### src/ccrc_pkg.sv
`timescale 1ns / 1ps

package ccrc_pkg;

    localparam int CRC_W     = 32;
    localparam int BYTE_W    = 8;
    localparam int CFG_IDX_W = 2;

    // register indexes on the configuration port
    localparam logic [CFG_IDX_W-1:0] REG_POLYNOMIAL  = 2'd0;
    localparam logic [CFG_IDX_W-1:0] REG_REFLECTED   = 2'd1;
    localparam logic [CFG_IDX_W-1:0] REG_PRESET      = 2'd2;
    localparam logic [CFG_IDX_W-1:0] REG_FINAL_XOR   = 2'd3;

    localparam logic [CRC_W-1:0] POLY_RESET   = 32'h04C1_1DB7;
    localparam logic [CRC_W-1:0] PRESET_RESET = 32'h0000_0000;
    localparam logic [CRC_W-1:0] XOR_RESET    = 32'h0000_0000;
    localparam logic [CRC_W-1:0] CRC_RESET    = 32'h0000_0000;

    localparam logic [BYTE_W-1:0] MSB_BYTE_MASK = 8'h80;
    localparam logic [BYTE_W-1:0] BYTE_MASK     = 8'hFF;

    typedef struct packed {
        logic [CRC_W-1:0] polynomial;
        logic             reflected_mode;
        logic [CRC_W-1:0] preset_value;
        logic [CRC_W-1:0] final_xor;
    } ccrc_cfg_t;

endpackage

### src/ccrc_fold.sv
`timescale 1ns / 1ps

module ccrc_fold (
    input  ccrc_pkg::ccrc_cfg_t         cfg,
    input  logic [ccrc_pkg::CRC_W-1:0]  crc_in,
    input  logic [ccrc_pkg::BYTE_W-1:0] data_byte,
    input  logic                        first_byte,
    input  logic                        last_byte,
    output logic [ccrc_pkg::CRC_W-1:0]  crc_out
);
    import ccrc_pkg::*;

    logic [CRC_W-1:0]  start;
    logic [CRC_W-1:0]  fwd;
    logic [CRC_W-1:0]  refl;
    logic [BYTE_W-1:0] mask;
    logic              fb;

    assign start = first_byte ? cfg.preset_value : crc_in;

    // eight unrolled shift steps for each bit order
    always_comb
    begin
        fwd  = start;
        mask = MSB_BYTE_MASK;
        for (int i = 0; i < BYTE_W; i++)
        begin
            fb   = fwd[CRC_W-1] ^ (|(data_byte & mask));
            fwd  = {fwd[CRC_W-2:0], 1'b0};
            if (fb)
            begin
                fwd = fwd ^ cfg.polynomial;
            end
            mask = mask >> 1;
        end
    end

    always_comb
    begin
        refl = start ^ {{(CRC_W-BYTE_W){1'b0}}, data_byte & BYTE_MASK};
        for (int i = 0; i < BYTE_W; i++)
        begin
            if (refl[0])
            begin
                refl = {1'b0, refl[CRC_W-1:1]} ^ cfg.polynomial;
            end
            else
            begin
                refl = {1'b0, refl[CRC_W-1:1]};
            end
        end
    end

    assign crc_out = (cfg.reflected_mode ? refl : fwd)
                   ^ (last_byte ? cfg.final_xor : {CRC_W{1'b0}});

endmodule

### src/configurable_crc32_engine_unit.sv
`timescale 1ns / 1ps

// byte-serial crc32 engine with programmable polynomial, bit order, preset
// and final xor
// input stream: s_axis_tdata carries one message byte, s_axis_tuser marks the
// first byte of a message (crc starts from the preset), s_axis_tlast marks the
// last byte (result gets the final xor)
// output stream: one transaction per input byte, m_axis_tdata is the running
// crc after that byte, m_axis_tlast says the final xor is included
// configuration: cfg_we writes cfg_data into register cfg_index
// (0 polynomial, 1 reflected mode, 2 preset, 3 final xor); write only while
// no byte is in flight
// pipeline: input register, then output register; one byte per cycle
// sustained while m_axis_tready is high, set by the combinational unrolled
// 8-bit update, whose result feeds the running crc register for the next byte
// reset: running crc clears to zero, registers return to their defaults
// (polynomial 0x04C11DB7, forward mode, preset and final xor zero), both
// pipeline stages empty
// stall: while m_axis_tready is low the result is held and one more byte
// can wait in the input register; s_axis_tready drops once both are full

module configurable_crc32_engine_unit (
    input  logic                                 clk,
    input  logic                                 rst_n,
    input  logic                                 s_axis_tvalid,
    output logic                                 s_axis_tready,
    input  logic [7:0]                           s_axis_tdata,  // data_byte
    input  logic                                 s_axis_tuser,  // first_byte
    input  logic                                 s_axis_tlast,  // last_byte
    output logic                                 m_axis_tvalid,
    input  logic                                 m_axis_tready,
    output logic [ccrc_pkg::CRC_W-1:0]           m_axis_tdata,  // crc_value
    output logic                                 m_axis_tlast,  // is_final
    input  logic                                 cfg_we,
    input  logic [ccrc_pkg::CFG_IDX_W-1:0]       cfg_index,
    input  logic [ccrc_pkg::CRC_W-1:0]           cfg_data
);
    import ccrc_pkg::*;

    ccrc_cfg_t         cfg_reg;
    logic [CRC_W-1:0]  crc_reg;
    logic [CRC_W-1:0]  crc_next;

    logic              in_valid_reg;
    logic [BYTE_W-1:0] in_data_reg;
    logic              in_first_reg;
    logic              in_last_reg;

    logic              out_valid_reg;
    logic [CRC_W-1:0]  out_crc_reg;
    logic              out_final_reg;

    logic              advance;

    // output register frees up when empty or taken this cycle
    assign advance       = in_valid_reg && (!out_valid_reg || m_axis_tready);
    assign s_axis_tready = !in_valid_reg || advance;

    always_ff @(posedge clk or negedge rst_n)
    begin
        if (!rst_n)
        begin
            cfg_reg.polynomial     <= POLY_RESET;
            cfg_reg.reflected_mode <= 1'b0;
            cfg_reg.preset_value   <= PRESET_RESET;
            cfg_reg.final_xor      <= XOR_RESET;
        end
        else if (cfg_we)
        begin
            case (cfg_index)
                REG_POLYNOMIAL: cfg_reg.polynomial     <= cfg_data;
                REG_REFLECTED:  cfg_reg.reflected_mode <= cfg_data[0];
                REG_PRESET:     cfg_reg.preset_value   <= cfg_data;
                REG_FINAL_XOR:  cfg_reg.final_xor      <= cfg_data;
                default:        cfg_reg.polynomial     <= cfg_reg.polynomial;
            endcase
        end
    end

    ccrc_fold u_fold (
        .cfg        (cfg_reg),
        .crc_in     (crc_reg),
        .data_byte  (in_data_reg),
        .first_byte (in_first_reg),
        .last_byte  (in_last_reg),
        .crc_out    (crc_next)
    );

    always_ff @(posedge clk or negedge rst_n)
    begin
        if (!rst_n)
        begin
            in_valid_reg  <= 1'b0;
            out_valid_reg <= 1'b0;
            crc_reg       <= CRC_RESET;
        end
        else
        begin
            if (s_axis_tready)
            begin
                in_valid_reg <= s_axis_tvalid;
            end
            if (advance)
            begin
                out_valid_reg <= 1'b1;
                crc_reg       <= crc_next;
            end
            else if (m_axis_tready)
            begin
                out_valid_reg <= 1'b0;
            end
        end
    end

    always_ff @(posedge clk)
    begin
        if (s_axis_tready && s_axis_tvalid)
        begin
            in_data_reg  <= s_axis_tdata;
            in_first_reg <= s_axis_tuser;
            in_last_reg  <= s_axis_tlast;
        end
        if (advance)
        begin
            out_crc_reg   <= crc_next;
            out_final_reg <= in_last_reg;
        end
    end

    assign m_axis_tvalid = out_valid_reg;
    assign m_axis_tdata  = out_crc_reg;
    assign m_axis_tlast  = out_final_reg;

endmodule
### config.mk
export PLATFORM = sky130hd
export DESIGN_NAME = configurable_crc32_engine_unit
export DESIGN_NICKNAME = d
export VERILOG_FILES = /design/src/ccrc_pkg.sv /design/src/ccrc_fold.sv /design/src/configurable_crc32_engine_unit.sv
export SDC_FILE = /design/constraint.sdc
export NUM_CORES = 1
export LEC_CHECK = 0
export BUFFER_PORTS_ARGS = -buffer_cell sky130_fd_sc_hd__buf_4
export CAP_MARGIN = 20
export CELL_PAD_IN_SITES_DETAIL_PLACEMENT = 0
export CELL_PAD_IN_SITES_GLOBAL_PLACEMENT = 2
export CORE_UTILIZATION = 40
export DETAILED_ROUTE_END_ITERATION = 8
export GPL_ROUTABILITY_DRIVEN = 0
export PLACE_DENSITY_LB_ADDON = 0.3
export SLEW_MARGIN = 20
export SYNTH_ARGS = -nofsm -noshare
export SYNTH_HDL_FRONTEND = slang
export SYNTH_SLANG_ARGS = --single-unit
### constraint.sdc
create_clock -name clk -period 12.95 [get_ports clk]
set_input_delay 2.59 -clock clk [delete_from_list [all_inputs] [get_ports clk]]
set_output_delay 2.59 -clock clk [all_outputs]
set_load 0.05 [all_outputs]
==> metrics.md <==
| Metric | Value |
|---|---|
| Max Freq | between 100 and 150 MHz |
| HP Start | in_valid_reg |
| DRT Pass-1 Iters | 5 |
| Layout cells sized above 1 | roughly 17% |
| Final Util | approximately 44% |
| Chip height | ~210 µm |
| Nets | 2098 |
| Largest register FFs | 97 |
| Slowest CP cell | or2_1 |
| Reg2reg end | crc_reg[28] |
| Vias in the first global route | ~15000 |
| Worst reg2reg startpoint | in_first_reg |
| Initial antenna violation count | 0 |
| Via density | 5.95 |
| CTS max path bufs | 2 |
| Post-synthesis cell area | ~17000 µm² |
| Yosys cell types | 90 |
| Register Area | approximately 4600 µm² |
| Worst Hold Class | reg2reg |
| Syn_area_per_cell | 8.30 µm² |
| Ant. Diodes | 0 |
| Core ar. | around 43000 µm² |
| DRT iter0 DRCs | 1521 |
| CTS tree | done |
| CP startpoint kind | flop |
| Io pins | 84 |
| Critical path class | reg2reg |
| Post-synth ARST share | ~75% |
| Finish-stage setup viols | 0 |
| Synthesized Nets | ~2100 |
| Starting density of the core | a little over 40% |
| Worst reg-to-reg setup slack | approximately 5.3 ns |
| Routed via count | between 15000 and 20000 |
| Area grow syn2layout | 9.79% |
| Synth area leader | xnor2_1 |
| GRT Util Overall | a little under 30% |
| Final slew viol count | 0 |
| Antenna Nets Post-Route | 0 |
| Setup bufs post-CTS | 0 |
| Quantity of gates resized following cts | 0 |
| CP peak stage delay | slightly below 0.9 ns |
| Max FO, Critical Path | 44 |
| CTS Sinks | between 150 and 200 |
| Wire per inst | between 20 and 25 µm |
| CP cell instances | buf_4, mux2i_1, xnor2_1, o31a_1, or2_1, o21ai_0, o211a_2, or3_1, nand2_8, xnor2_4, buf_4, a21oi_4, nor2_1, o22a_1, a22oi_1, xnor2_1, mux2_2 |
| Hold-fix buffers, CTS | 0 |
| Min-Delay Path Depth | 1 |
| Cell Rows | 76 |
| Horiz. Die Dim | between 200 and 250 µm |
| Synthesized flop and latch total | approximately 170 |
| H-tree depth | 4 |
| Post-Route WL | 64800 µm |
| Final hold violation count | 0 |
| GR Overflow Total | 0 |
| Seq/Total Area, Yosys | 26.4% |
| Clock root buffer | clkbuf_16 |
| Final worst path period share | 58.7% |
| Post-synth top area share | between 15 and 20% |
| DP HPWL | approximately 44000 µm |
| RSZ-0062 raised after global routing | false |
| Post-synth EDFFs | 43 |
| Cells after Synth | approximately 2100 |
| DIE AREA | approximately 44000 µm² |
| Setup slack after layout | roughly 5.3 ns |
| Top cells by count, synth | nand2_1, xnor2_1, clkbuf_1 |
| Slew HR | a little under a third |
| Data required, critical path | ~13 ns |
| Max Clock Skew | between 0.015 and 0.02 ns |
| Most area-consuming cells after synthesis | xnor2_1, dfrtp_1, nand2_1 |
| CTS Buf Count | 17 |
| Reg2Reg Depth | 17 |
| Worst Tran Pin Value | a little over 1 ns |
| Top FF cell, synth | dfrtp_1 |
| Warnings from Yosys | 0 |
| Hold WS | between 0.4 and 0.5 ns |
| Place WS | slightly above 5 ns |
| Number of port buffers | between 80 and 90 |
| Multi-input combinational cell area | around 12000 µm² |
| Clock transition at path regs | roughly 0.080 ns |
| First-pass GRT wire length | 97200 µm |
| WP data arrival | between 7 and 8 ns |
| Most instantiated library cell after synthesis | nand2_1 |
| Max_cap viols | 0 |
| Worst Hold Endpoint | m_axis_tvalid |
| Fillcell total | approximately 4300 |
| Clock Latency Late Sink | 0.46 ns |
| Drt drc | 0 |
| Outcome | finished clean |
| Largest net degree at the start of global routing | 77 |
| Final TNS setup | 0 ns |
| Worst setup EP type | flop |
| Minimum clock period after layout | ~7.6 ns |
-- kinds of logic (layout without fill, tap and decap cells) --
group | count (synthesis) | count (layout) | share of synthesized area (%)
AND/OR/NAND/NOR | 631 | 631 | 15.5
multiplexers | 166 | 166 | 10.8
flip-flops | 174 | 174 | 26.4
buffers and inverters | 224 | 191 | 5.08
XOR/XNOR | 431 | 431 | 23.2
AO/OA/AOI/OAI | 469 | 469 | 19.1
-- cell type report --
| class | count | share of cell area (%) |
|---|---|---|
| flip-flops and latches | 174 | 24.0 |
| clock inverters | 14 | 0.865 |
| multi-input cells | 1697 | 63.0 |
| well taps | 585 | 3.84 |
| repair buffers | 135 | 5.40 |
| clock buffers | 18 | 2.36 |
| inverters | 24 | 0.472 |
-- per-stage QoR --
stage / area (µm²) / instances
final: 19100 / 2647
after global routing: 19100 / 2647
after CTS: 19100 / 2646
after detailed placement: 18400 / 2614
after global placement: 18400 / 2614
after floorplan: 17400 / 2095
-- worst max-delay path by stage --
stage / cells after the start / end / slack, ns / start
after CTS: 18 / crc_reg[28] / 5.14 / in_first_reg
after detailed placement: 18 / crc_reg[28] / 5.17 / in_first_reg
after floorplan: 1 / s_axis_tready / 7.29 / m_axis_tready
final: 17 / crc_reg[28] / 5.35 / in_first_reg
after global routing: 17 / crc_reg[28] / 5.02 / in_first_reg
after global placement: 18 / crc_reg[28] / 5.36 / in_first_reg
-- critical path, delay by kind of cell (launching register included) --
family	cells	cell delay (ns)
buf+inv	2	0.87
mux	2	0.69
compound gates	6	2.47
simple gates	4	1.96
flops	1	0.33
xor+xnor	3	1.07
-- per-layer routing --
layer	vias to the layer above	wire (µm)	track usage, %
met4	0	1850	9.65
met2	667	27900	43.3
met5	-	0	0
met3	93	4900	4.89
li1	7246	-	-
met1	7749	30100	43.6
-- placed cells by master (no fill, tap or decap), drive strengths merged, types with 20 or more instances in the layout --
master,instances
nor2,81
a32oi,23
nand3,37
edfxtp,43
o211ai,29
xor2,55
inv,30
a31oi,20
mux2i,55
mux2,111
dfrtp,117
a21oi,68
o22ai,27
a211oi,30
buf,135
xnor2,368
nor3,23
nand2,419
o21ai,105
Power is not shown: default switching activity piles up to over one toggle a cycle in this logic, so the estimate is an artifact.
